## src/hw/rtl/assert_macros.svh

```systemverilog
// Assertion macros shared by the RTL. They compile to nothing in synthesis.
`ifndef ASSERT_MACROS_SVH
`define ASSERT_MACROS_SVH

`ifndef SYNTHESIS

// Same-cycle implication, checked at every rising clock edge outside reset.
`define ASSERT_IMPLIES(label, clk, rst, ante, cons) \
   label: assert property (@(posedge clk) disable iff (rst) (ante) |-> (cons)) \
      else $error("implication check failed");

// Next-cycle implication, checked at every rising clock edge outside reset.
`define ASSERT_NEXT(label, clk, rst, ante, cons) \
   label: assert property (@(posedge clk) disable iff (rst) (ante) |=> (cons)) \
      else $error("next-cycle check failed");

`else

`define ASSERT_IMPLIES(label, clk, rst, ante, cons)
`define ASSERT_NEXT(label, clk, rst, ante, cons)

`endif

`endif

```

## src/hw/rtl/vgmi_pkg.sv

```systemverilog
`default_nettype none

package vgmi_pkg;

   // Field widths.
   localparam int LEVEL_W    = 12;
   localparam int SECONDS_W  = 4;
   localparam int REQ_TYPE_W = 2;
   localparam int MODE_W     = 3;
   localparam int CSR_IDX_W  = 2;

   // Request kinds.
   localparam logic [REQ_TYPE_W-1:0] OP_GEAR_CHECK  = 2'd0;
   localparam logic [REQ_TYPE_W-1:0] OP_LIGHT_CHECK = 2'd1;
   localparam logic [REQ_TYPE_W-1:0] OP_SECOND_TICK = 2'd2;
   localparam logic [REQ_TYPE_W-1:0] OP_MODE_TICK   = 2'd3;

   // Vehicle modes.
   localparam logic [MODE_W-1:0] MODE_POWERON = 3'd0;
   localparam logic [MODE_W-1:0] MODE_LVCHECK = 3'd1;
   localparam logic [MODE_W-1:0] MODE_HVCHECK = 3'd2;
   localparam logic [MODE_W-1:0] MODE_READY   = 3'd3;
   localparam logic [MODE_W-1:0] MODE_DRIVING = 3'd4;

   // Register indexes.
   localparam logic [CSR_IDX_W-1:0] CSR_BRAKE_ARM_LEVEL = 2'd0;
   localparam logic [CSR_IDX_W-1:0] CSR_LIGHT_ON_LEVEL  = 2'd1;
   localparam logic [CSR_IDX_W-1:0] CSR_LIGHT_OFF_LEVEL = 2'd2;
   localparam logic [CSR_IDX_W-1:0] CSR_BUZZER_SECONDS  = 2'd3;

   // Register reset values.
   localparam logic [LEVEL_W-1:0]   BRAKE_ARM_LEVEL_RST = 12'd410;
   localparam logic [LEVEL_W-1:0]   LIGHT_ON_LEVEL_RST  = 12'd819;
   localparam logic [LEVEL_W-1:0]   LIGHT_OFF_LEVEL_RST = 12'd410;
   localparam logic [SECONDS_W-1:0] BUZZER_SECONDS_RST  = 4'd3;

   // The buzzer second counter saturates here.
   localparam logic [SECONDS_W-1:0] BUZZ_COUNT_MAX = 4'hF;

   localparam int QUEUE_DEPTH_DEFAULT = 2;

   typedef struct packed {
      logic [REQ_TYPE_W-1:0] req_type;
      logic [LEVEL_W-1:0]    brake_level;
      logic                  gear_switch;
      logic                  tractive_enable;
      logic                  low_voltage_fault;
   } req_payload_type;

   typedef struct packed {
      logic              in_drive;
      logic [MODE_W-1:0] mode;
      logic              buzzer_active;
      logic              stop_lamp_lit;
   } rsp_payload_type;

   typedef struct packed {
      logic [LEVEL_W-1:0]   brake_arm_level;
      logic [LEVEL_W-1:0]   light_on_level;
      logic [LEVEL_W-1:0]   light_off_level;
      logic [SECONDS_W-1:0] buzzer_seconds;
   } cfg_type;

   // A request after classification: the brake comparisons are already done.
   typedef struct packed {
      logic [REQ_TYPE_W-1:0] op;
      logic                  above_arm;
      logic                  above_on;
      logic                  below_off;
      logic                  gear_switch;
      logic                  tractive_enable;
      logic                  low_voltage_fault;
   } item_type;

   typedef struct packed {
      logic full;
      logic empty;
   } queue_status_type;

endpackage

`default_nettype wire

```

## src/hw/rtl/vgmi_front.sv

```systemverilog
`default_nettype none

module vgmi_front (
   input  wire logic                             clock,
   input  wire logic                             reset,
   input  wire logic                             csr_wr_en,
   input  wire logic [vgmi_pkg::CSR_IDX_W-1:0]   csr_index,
   input  wire logic [vgmi_pkg::LEVEL_W-1:0]     csr_wdata,
   input  wire logic                             req_valid,
   input  wire vgmi_pkg::req_payload_type        req_payload,
   output logic                                  req_stall,
   input  wire vgmi_pkg::queue_status_type       q_status,
   output logic                                  q_push,
   output vgmi_pkg::item_type                    q_item,
   output vgmi_pkg::cfg_type                     cfg
);

   vgmi_pkg::cfg_type cfg_ff;
   vgmi_pkg::cfg_type cfg_in;

   always_comb begin
      cfg_in = cfg_ff;
      if (csr_wr_en) begin
         case (csr_index)
            vgmi_pkg::CSR_BRAKE_ARM_LEVEL: cfg_in.brake_arm_level = csr_wdata;
            vgmi_pkg::CSR_LIGHT_ON_LEVEL:  cfg_in.light_on_level  = csr_wdata;
            vgmi_pkg::CSR_LIGHT_OFF_LEVEL: cfg_in.light_off_level = csr_wdata;
            vgmi_pkg::CSR_BUZZER_SECONDS:
               cfg_in.buzzer_seconds = csr_wdata[vgmi_pkg::SECONDS_W-1:0];
            default: cfg_in = cfg_ff;
         endcase
      end
   end

   always_ff @(posedge clock) begin
      if (reset) begin
         cfg_ff.brake_arm_level <= vgmi_pkg::BRAKE_ARM_LEVEL_RST;
         cfg_ff.light_on_level  <= vgmi_pkg::LIGHT_ON_LEVEL_RST;
         cfg_ff.light_off_level <= vgmi_pkg::LIGHT_OFF_LEVEL_RST;
         cfg_ff.buzzer_seconds  <= vgmi_pkg::BUZZER_SECONDS_RST;
      end else begin
         cfg_ff <= cfg_in;
      end
   end

   // Classify the request: compare the brake level against all thresholds.
   always_comb begin
      q_item.op                = req_payload.req_type;
      q_item.above_arm         = req_payload.brake_level > cfg_ff.brake_arm_level;
      q_item.above_on          = req_payload.brake_level > cfg_ff.light_on_level;
      q_item.below_off         = req_payload.brake_level < cfg_ff.light_off_level;
      q_item.gear_switch       = req_payload.gear_switch;
      q_item.tractive_enable   = req_payload.tractive_enable;
      q_item.low_voltage_fault = req_payload.low_voltage_fault;
   end

   assign req_stall = q_status.full;
   assign q_push    = req_valid && !q_status.full;
   assign cfg       = cfg_ff;

endmodule

`default_nettype wire

```

## src/hw/rtl/vgmi_queue.sv

```systemverilog
`default_nettype none

module vgmi_queue #(
   parameter int DEPTH = vgmi_pkg::QUEUE_DEPTH_DEFAULT
) (
   input  wire logic                       clock,
   input  wire logic                       reset,
   input  wire logic                       push,
   input  wire vgmi_pkg::item_type         push_item,
   input  wire logic                       pop,
   output vgmi_pkg::item_type              head_item,
   output vgmi_pkg::queue_status_type      status
);

   localparam int PTR_W = (DEPTH > 1) ? $clog2(DEPTH) : 1;
   localparam int CNT_W = $clog2(DEPTH + 1);

   vgmi_pkg::item_type entry_ff [DEPTH];
   logic [PTR_W-1:0]   wr_ptr_ff, wr_ptr_in;
   logic [PTR_W-1:0]   rd_ptr_ff, rd_ptr_in;
   logic [CNT_W-1:0]   count_ff, count_in;
   logic               do_push, do_pop;

   assign status.full  = count_ff == CNT_W'(DEPTH);
   assign status.empty = count_ff == '0;
   assign do_push      = push && !status.full;
   assign do_pop       = pop && !status.empty;
   assign head_item    = entry_ff[rd_ptr_ff];

   always_comb begin
      wr_ptr_in = wr_ptr_ff;
      rd_ptr_in = rd_ptr_ff;
      count_in  = count_ff;
      if (do_push) begin
         wr_ptr_in = (wr_ptr_ff == PTR_W'(DEPTH - 1)) ? '0 : wr_ptr_ff + 1'b1;
      end
      if (do_pop) begin
         rd_ptr_in = (rd_ptr_ff == PTR_W'(DEPTH - 1)) ? '0 : rd_ptr_ff + 1'b1;
      end
      if (do_push && !do_pop) begin
         count_in = count_ff + 1'b1;
      end else if (do_pop && !do_push) begin
         count_in = count_ff - 1'b1;
      end
   end

   always_ff @(posedge clock) begin
      if (reset) begin
         wr_ptr_ff <= '0;
         rd_ptr_ff <= '0;
         count_ff  <= '0;
      end else begin
         wr_ptr_ff <= wr_ptr_in;
         rd_ptr_ff <= rd_ptr_in;
         count_ff  <= count_in;
      end
   end

   always_ff @(posedge clock) begin
      if (do_push) begin
         entry_ff[wr_ptr_ff] <= push_item;
      end
   end

endmodule

`default_nettype wire

```

## src/hw/rtl/vgmi_back.sv

```systemverilog
`default_nettype none

module vgmi_back (
   input  wire logic                          clock,
   input  wire logic                          reset,
   input  wire vgmi_pkg::cfg_type             cfg,
   input  wire vgmi_pkg::queue_status_type    q_status,
   input  wire vgmi_pkg::item_type            q_item,
   output logic                               q_pop,
   output logic                               rsp_valid,
   output vgmi_pkg::rsp_payload_type          rsp_payload,
   input  wire logic                          rsp_stall
);

   logic                               drive_ff, drive_in;
   logic                               armed_ff, armed_in;
   logic [vgmi_pkg::SECONDS_W-1:0]     count_ff, count_in;
   logic                               buzz_ff, buzz_in;
   logic                               light_ff, light_in;
   logic [vgmi_pkg::MODE_W-1:0]        mode_ff, mode_in;
   logic                               rsp_valid_ff, rsp_valid_in;
   vgmi_pkg::rsp_payload_type          rsp_ff, rsp_in;
   logic                               armed_now;
   logic [vgmi_pkg::SECONDS_W-1:0]     count_step;

   // Take the head item whenever the output register is free or being drained.
   assign q_pop = !q_status.empty && (!rsp_valid_ff || !rsp_stall);

   always_comb begin
      drive_in  = drive_ff;
      armed_in  = armed_ff;
      count_in  = count_ff;
      buzz_in   = buzz_ff;
      light_in  = light_ff;
      mode_in   = mode_ff;
      armed_now = armed_ff || (q_item.above_arm && !q_item.gear_switch);
      count_step = (count_ff == vgmi_pkg::BUZZ_COUNT_MAX) ? count_ff : count_ff + 1'b1;

      case (q_item.op)
         vgmi_pkg::OP_GEAR_CHECK: begin
            if (!drive_ff) begin
               if (armed_now && q_item.gear_switch && q_item.tractive_enable) begin
                  drive_in = 1'b1;
                  armed_in = 1'b0;
                  count_in = '0;
                  buzz_in  = 1'b1;
               end else begin
                  armed_in = armed_now && !q_item.below_off;
               end
            end else if (!q_item.gear_switch) begin
               drive_in = 1'b0;
               count_in = '0;
               buzz_in  = 1'b0;
            end
         end
         vgmi_pkg::OP_LIGHT_CHECK: begin
            if (q_item.above_on) begin
               light_in = 1'b1;
            end else if (q_item.below_off) begin
               light_in = 1'b0;
            end
         end
         vgmi_pkg::OP_SECOND_TICK: begin
            if (drive_ff) begin
               count_in = count_step;
               if (count_step >= cfg.buzzer_seconds) begin
                  buzz_in = 1'b0;
               end
            end
         end
         vgmi_pkg::OP_MODE_TICK: begin
            if (mode_ff > vgmi_pkg::MODE_DRIVING) begin
               mode_in = vgmi_pkg::MODE_POWERON;
            end else if ((mode_ff == vgmi_pkg::MODE_POWERON ||
                          mode_ff == vgmi_pkg::MODE_LVCHECK) &&
                         q_item.low_voltage_fault) begin
               mode_in = vgmi_pkg::MODE_LVCHECK;
            end else begin
               mode_in = drive_ff ? vgmi_pkg::MODE_DRIVING : vgmi_pkg::MODE_READY;
            end
         end
         default: mode_in = mode_ff;
      endcase
   end

   always_comb begin
      rsp_valid_in = rsp_valid_ff && rsp_stall;
      rsp_in       = rsp_ff;
      if (q_pop) begin
         rsp_valid_in         = 1'b1;
         rsp_in.in_drive      = drive_in;
         rsp_in.mode          = mode_in;
         rsp_in.buzzer_active = buzz_in;
         rsp_in.stop_lamp_lit = light_in;
      end
   end

   always_ff @(posedge clock) begin
      if (reset) begin
         drive_ff     <= 1'b0;
         armed_ff     <= 1'b0;
         count_ff     <= '0;
         buzz_ff      <= 1'b0;
         light_ff     <= 1'b0;
         mode_ff      <= vgmi_pkg::MODE_POWERON;
         rsp_valid_ff <= 1'b0;
      end else begin
         if (q_pop) begin
            drive_ff <= drive_in;
            armed_ff <= armed_in;
            count_ff <= count_in;
            buzz_ff  <= buzz_in;
            light_ff <= light_in;
            mode_ff  <= mode_in;
         end
         rsp_valid_ff <= rsp_valid_in;
      end
   end

   always_ff @(posedge clock) begin
      rsp_ff <= rsp_in;
   end

   assign rsp_valid   = rsp_valid_ff;
   assign rsp_payload = rsp_ff;

endmodule

`default_nettype wire

```

## src/hw/rtl/vehicle_gear_and_mode_interlock_core.sv

```systemverilog
// Channel   Direction  Handshake           Payload
// req       in         req_valid/req_stall req_payload (req_payload_type)
// rsp       out        rsp_valid/rsp_stall rsp_payload (rsp_payload_type)
// csr       in         csr_wr_en           csr_index, csr_wdata
//
// One request is accepted per cycle unless the queue is full, and yields exactly one response. The front
// end classifies it in the cycle it is accepted and writes it into the queue; the back end
// pops it once the response register is free or being drained and loads the response register,
// which then offers the response until it is taken. The back end updates the vehicle state as it
// pops each item, so the queue drains at one request per clock while the response is not stalled.
// Reset is synchronous and returns the registers to their defaults and the vehicle
// state to park and power on. A stalled response only backs up into the queue;
// requests stall once the queue is full.
`default_nettype none

`include "assert_macros.svh"

module vehicle_gear_and_mode_interlock_core #(
   parameter int QUEUE_DEPTH = vgmi_pkg::QUEUE_DEPTH_DEFAULT
) (
   input  wire logic                            clock,
   input  wire logic                            reset,
   input  wire logic                            csr_wr_en,
   input  wire logic [vgmi_pkg::CSR_IDX_W-1:0]  csr_index,
   input  wire logic [vgmi_pkg::LEVEL_W-1:0]    csr_wdata,
   input  wire logic                            req_valid,
   input  wire vgmi_pkg::req_payload_type       req_payload,
   output logic                                 req_stall,
   output logic                                 rsp_valid,
   output vgmi_pkg::rsp_payload_type            rsp_payload,
   input  wire logic                            rsp_stall
);

   vgmi_pkg::cfg_type          cfg;
   vgmi_pkg::queue_status_type q_status;
   vgmi_pkg::item_type         push_item;
   vgmi_pkg::item_type         head_item;
   logic                       q_push;
   logic                       q_pop;

   // The front end holds the registers and turns each request into a queue entry.
   vgmi_front u_front (
      .clock       (clock),
      .reset       (reset),
      .csr_wr_en   (csr_wr_en),
      .csr_index   (csr_index),
      .csr_wdata   (csr_wdata),
      .req_valid   (req_valid),
      .req_payload (req_payload),
      .req_stall   (req_stall),
      .q_status    (q_status),
      .q_push      (q_push),
      .q_item      (push_item),
      .cfg         (cfg)
   );

   // The queue decouples request acceptance from response back-pressure.
   vgmi_queue #(
      .DEPTH (QUEUE_DEPTH)
   ) u_queue (
      .clock     (clock),
      .reset     (reset),
      .push      (q_push),
      .push_item (push_item),
      .pop       (q_pop),
      .head_item (head_item),
      .status    (q_status)
   );

   // The back end owns the vehicle state and the response register.
   vgmi_back u_back (
      .clock       (clock),
      .reset       (reset),
      .cfg         (cfg),
      .q_status    (q_status),
      .q_item      (head_item),
      .q_pop       (q_pop),
      .rsp_valid   (rsp_valid),
      .rsp_payload (rsp_payload),
      .rsp_stall   (rsp_stall)
   );

   // A queued request reaches the response register as soon as it is free.
   `ASSERT_NEXT(a_queue_drains, clock, reset, !q_status.empty && !rsp_valid, rsp_valid)
   // A push into an empty queue leaves it occupied in the next cycle.
   `ASSERT_NEXT(a_push_lands, clock, reset, q_status.empty && q_push, !q_status.empty)
   // The mode machine never produces an unused code.
   `ASSERT_IMPLIES(a_mode_legal, clock, reset, rsp_valid, rsp_payload.mode <= vgmi_pkg::MODE_DRIVING)
   // The buzzer can only sound while the gear is in drive.
   `ASSERT_IMPLIES(a_buzz_in_drive, clock, reset, rsp_valid && !rsp_payload.in_drive, !rsp_payload.buzzer_active)

endmodule

`default_nettype wire
```

## config.mk

```make
export PLATFORM = sky130hd
export DESIGN_NAME = vehicle_gear_and_mode_interlock_core
export DESIGN_NICKNAME = d
export VERILOG_FILES = /design/src/hw/rtl/vgmi_pkg.sv /design/src/hw/rtl/vgmi_front.sv /design/src/hw/rtl/vgmi_queue.sv /design/src/hw/rtl/vgmi_back.sv /design/src/hw/rtl/vehicle_gear_and_mode_interlock_core.sv
export VERILOG_INCLUDE_DIRS = /design/src /design/src/hw/rtl
export SDC_FILE = /design/constraint.sdc
export NUM_CORES = 1
export LEC_CHECK = 0
export BUFFER_PORTS_ARGS = -buffer_cell sky130_fd_sc_hd__buf_2
export CORE_MARGIN = 2
export CORE_UTILIZATION = 40
export DETAILED_ROUTE_END_ITERATION = 16
export PLACE_DENSITY = 0.71
export SLEW_MARGIN = 20
export SYNTH_ARGS = -nofsm -noshare
export SYNTH_HDL_FRONTEND = slang
export SYNTH_SLANG_ARGS = --single-unit
```

## constraint.sdc

```tcl
create_clock -name clock -period 2.1 [get_ports clock]
set_clock_uncertainty 0.05 [all_clocks]
set_input_delay 0.63 -clock clock [delete_from_list [all_inputs] [get_ports clock]]
set_output_delay 0.63 -clock clock [all_outputs]
set_load 0.01 [all_outputs]
```

After elaboration in Yosys (flattened, before gate mapping) --
Memories as Yosys holds them, arrays and structs flattened. A register that Yosys moved wholly into a read port is not among the register bits. Index checks and enable logic that the tools add are counted.
Storage, ports and cells: register bits after elaboration 62, input bits 36, logic and storage cells 110, output and inout port bits 8, memories 1, RAM bits 16
Cells by class: magnitude comparators 5, add/sub/neg operators 5, reductions and logical operators 35, multiplexer cells 33, bitwise logic cells 1, equal/unequal tests 12
Memory list:
- u_queue.entry_ff | words 2, bits a word 8, read ports 1, clocked after Yosys merged registers in 1, write ports 1, RTL line vgmi_queue.sv:18 | vgmi_pkg::item_type entry_ff [DEPTH];
Operator list (number):
- $gt A12 B12 Y1 | 2
- $mux W1 | 20
- $mux W4 | 5
- $logic_and A1 B1 Y1 | 12
- $lt A12 B12 Y1 | 1
- $mux W3 | 4
- $eq A2 B2 Y1 const B | 5
- $logic_not A1 Y1 | 8
- $pmux W4 S2 | 1
- $reduce_and A2 Y1 | 4
- $logic_not A2 Y1 | 3
- $reduce_and A5 Y1 | 1
- $add A4 B1 Y4 const B | 1
- $eq A2 B1 Y1 const B | 2
- $eq A4 B4 Y1 const B | 1
- $ge A4 B4 Y1 | 1
- $mux W2 | 2
- $reduce_bool A2 Y1 | 2
- $eq A3 B1 Y1 const B | 1
- $gt A3 B3 Y1 const B | 1
- $logic_not A3 Y1 | 1
- $logic_or A1 B1 Y1 | 3
- $ne A3 B1 Y1 const B | 1
- $ne A3 B3 Y1 const B | 1
- other kinds (7) | 8

Logic depth before layout (Yosys ltp) --
depth in word-level cells 8, gate-level depth with buffers 9, gate-level depth less buffers 9

By module --
A second synthesis with hierarchy kept.
Second synthesis, totals: cells, all modules 455, area, all modules 4229.1 um^2
By module, submodules not included:
- vgmi_front | area each 2347.3 um^2, cells each 290, instances 1, sequential area each 800.8 um^2
- vgmi_back | area each 1088.5 um^2, cells each 115, instances 1, sequential area each 420.4 um^2
- vgmi_queue | area each 793.3 um^2, cells each 50, instances 1, sequential area each 580.6 um^2

Worst setup path before layout --
No wires, ideal clock.
kind register -> register, start register u_back.count_ff[0] (netlist name), end register u_back.rsp_ff (netlist bit u_back.rsp_payload[1]), data pin, setup slack 0.065 ns, arrival time 1.728 ns, library setup time 0.257 ns, stages on the path, launching flop included 10, period minus slack after synthesis 2.035 ns, cells stage by stage dfxtp_1 > ha_1 > nand3_1 > mux2_2 > ha_1 > nand2_1 > o21ai_0 > nand3_1 > nand4b_1 > nand2_1
Between the ends: longest elaborated chain between the ends 6, elaborated cells on any way between the ends 7, those cells by class 1 x add/sub; 1 x order compare; 1 x eq/ne; 4 x mux
RTL lines:
- start: declaration | RTL line vgmi_back.sv:17 | logic [vgmi_pkg::SECONDS_W-1:0] count_ff, count_in;
- start signal: assignment | RTL line vgmi_back.sv:111 | count_ff <= count_in;
- $add A4 B1 Y4 or $eq A4 B4 Y1 (tied branches) | RTL line vgmi_back.sv:37 | count_step = (count_ff == vgmi_pkg::BUZZ_COUNT_MAX) ? count_ff : count_ff + 1'b1;
- $mux W4 * | RTL line vgmi_back.sv:37
- $ge A4 B4 Y1 * | RTL line vgmi_back.sv:66 | if (count_step >= cfg.buzzer_seconds) begin
- $mux W1 * | RTL line vgmi_back.sv:66
- $mux W1 * | RTL line vgmi_back.sv:64 | if (drive_ff) begin
- $pmux W1 S2 * | RTL line vgmi_back.sv:39 | case (q_item.op)
- net u_back.buzz_in | RTL line vgmi_back.sv:18 | logic buzz_ff, buzz_in;
- end signal: assignment | RTL line vgmi_back.sv:121 | rsp_ff <= rsp_in;
- end: declaration | RTL line vgmi_back.sv:22 | vgmi_pkg::rsp_payload_type rsp_ff, rsp_in;
The timed path passes the listed nets; every way through them passes the cells marked *. A chain may end at the register's enable or synchronous reset.

==> impl_results.md <==
* Run status: finished clean
* Critical path's slowest cell: or4b_1
* Hold buffers post-CTS at 0
* Via-per-instance ratio at 5.16
* Final Instance Area at 0.00482 mm²
* Setup slack, reg-to-reg at 0.08 ns
* TritonCTS Buffers at 9
* Max_slew headroom at 72.3%
* Final hold vios at 0
* FFs w/ async S/R, synth at 0%
* Peak Freq at 496 MHz
* Minimum clock period at 2.02 ns
* # resized after CTS at 0
* Buf/Inv on CP at 1
* Post-synth EDFFs at 22
* Setup CP Type: flip-flop to flip-flop
* Synth Cell Area at 0.00413 mm²
* Longest Clk Path Bufs at 2
* Fill cells at 1022
* Power share of the combinational group at 27.7%
* DRC at 0
* Largest net degree at the start of global routing at 58
* Die height at 106 µm
* Total Wirelength at 9.07 mm
* Die W at 106 µm
* Measured slew at the worst slew-check pin at 0.415 ns
* Fin cells at 651
* Power per cell area at 926 mW/mm²
* Clk slew on worst S/H paths at 0.09 ns
* Die area at 0.0112 mm²
* Commonest non-fill, non-tap cell in the layout: nand2_1
* Leakage power at 0.00211 µW
* Slew Limit Fails at 0
* Vias in the first global route at 3384
* Crit end category: flip-flop
* Avg WL per Cell at 13.9 µm
* Initial core utilization at 40.6%
* Period utilization at 96.1%
* Core Area at 0.0102 mm²
* Hold_ws at 0.406 ns
* Insertion delay to the later sink of the worst-skew pair at 0.35 ns
* Antenna viol nets, final at 0
* Syn Inst Count at 454
* Port buffer count at 43
* NetSw at 1410 µW
* H-Tree Depth at 3
* RSZ-0062 raised after global routing: false
* Ant diodes at 0
* Post-Syn Nets at 531
* Sink Count at 79
* CTS tree: yes
* Worst-path cell chain: buf_4 -> nand4b_1 -> a211oi_2 -> o21ai_2 -> or4b_1 -> a21oi_1
* Slowest stage delay, CP at 0.50 ns
* Most frequent cells in the layout: nand2_1, dfxtp_1, inv_1
* Register share of total power at 44.6%
* Pint at 3050 µW
* Hold Crit Class: flip-flop to flip-flop
* Arrival time at the worst endpoint at 2.25 ns
* Crit Path Max Fanout at 5
* Area growth syn-to-layout at 16.7%
* Setup violation total in the final timing report at 0
* Placer Congestion at 0.924
* Initial antenna violation count at 0
* Seq/Total Area, Yosys at 43.6%
* Placed insts at 635
* Pwr Total at 4460 µW
* DRT iter0 DRCs at 81
* Clock power share at 27.7%
* Post-CTS Setup Bufs at 0
* Yosys reg bits at 79
* I/O Pins at 44
* Max VDD drop at 0.000416 V
* Synth Flop Type: dfxtp_1
* Setup TNS at 0 ns
* Synth warn at 0
* DRT Pass-1 Iters at 5
* DP Area at 0.00460 mm²
* Vias at 3362
* Mean Syn Cell Area at 9.10 µm²
* Share of layout cells above drive strength 1 at 16.7%
* Switching Share at 31.6%
* Family with the most delay on the worst path: simple AND/OR/NAND/NOR gates
* Max Cap Violations at 0
* CP Data Required Time at 2.34 ns
* Tot GR Track Use at 17.1%
* # rows at 37
* Nets at 587
* CTS Root Cell: clkbuf_8
* Detail Placement HPWL at 6.68 mm
* Synth unique cells at 55
* Crit path launch type: flip-flop
* GRT Residual Overflow at 0
* First-pass GRT wire length at 15.2 mm
final timing paths:
kind                         from            endpoint  depth (start not counted)
setup / recovery        flip-flop  u_back.count_ff[0]                          6
hold / removal    u_front.cfg[26]     u_front.cfg[26]                          2
setup reg to reg        flip-flop  u_back.count_ff[0]                          6
hold reg to reg   u_front.cfg[26]     u_front.cfg[26]                          2
sequential cells by signal, indices dropped and copies added (netlist names), 2 cells and up, named ones only:
| signal | count |
|---|---|
| u_queue.count_ff | 2 |
| u_queue.entry_ff | 16 |
| u_back.count_ff | 4 |
| u_front.cfg | 40 |
| u_back.rsp_payload | 6 |
| u_back.mode_ff | 3 |
Yosys cell counts, types with 3 or more instances:
cell type / number / area share, %
mux2i_1: 10 / 2.4
nand2b_1: 4 / 0.61
a21oi_1: 42 / 5.1
nor2_1: 38 / 3.5
a211o_1: 12 / 2.5
xor2_1: 3 / 0.64
inv_1: 45 / 4.1
nor2b_1: 5 / 0.76
edfxtp_1: 22 / 16
nand3b_1: 8 / 1.5
nand3_1: 5 / 0.61
o21ai_0: 8 / 0.97
nand2_1: 72 / 6.5
dfxtp_1: 57 / 28
o21ai_1: 3 / 0.36
nor3_1: 5 / 0.61
clkbuf_1: 13 / 1.2
o21a_1: 6 / 1.1
nand4_1: 6 / 0.91
ha_1: 41 / 12
metrics by stage:
stage	util [%]	setup WS, ns
after floorplan	-	0.0652
after global placement	45.2	-0.0232
after detailed placement	45.2	-0.0453
after CTS	47.3	0.0230
after global routing	47.3	0.000238
final	47.3	0.0822
cell type report:
class                           count  area (µm²)  share of cell area (%)
Clock inverter                      5        82.6                    1.71
Multi-Input combinational cell    315        2100                    43.6
Sequential cell                    79        1800                    37.4
Tap cell                          136         170                    3.53
Timing Repair Buffer               59         360                    7.48
Clock buffer                       11         131                    2.73
Inverter                           46         173                    3.58
per-layer routing:
metal	GRT usage (%)	vias up	part of all wire, %	routed length (µm)
met4	6.67	0	2.6	232
met5	0	-	0	0
li1	-	1691	-	-
met2	30.2	87	48	4310
met1	20.0	1562	45	4120
met3	4.08	22	4.4	402
worst register-to-register path, stage by stage (launching register included):
cell and delay, ns:
dfxtp_1 0.38, buf_4 0.19, nand4b_1 0.24, a211oi_2 0.33, o21ai_2 0.12, or4b_1 0.50
a21oi_1 0.17
kinds of logic (layout without fill, tap and decap cells):
family,count (synthesis),in the layout,share of synthesized area [%]
AOI/OAI and AO/OA,99,99,15.9
xor gates and xnor gates,5,5,1.06
adders and majority gates,41,41,12.4
buffers and inverters,60,121,5.63
DFF,79,79,43.6
muxes,14,14,3.51
and+or+nand+nor,156,156,17.8
power by group through the flow:
stage               Combinational, µW  Sequential, µW  Clock [µW]
floorplan                         810            2010           0
global placement                 1190            2020           0
detailed placement               1240            2030           0
CTS                              1250            1990        1260
global route                     1390            2020        1310
finish                           1240            1990        1240
(Power assumes the default switching activity.)
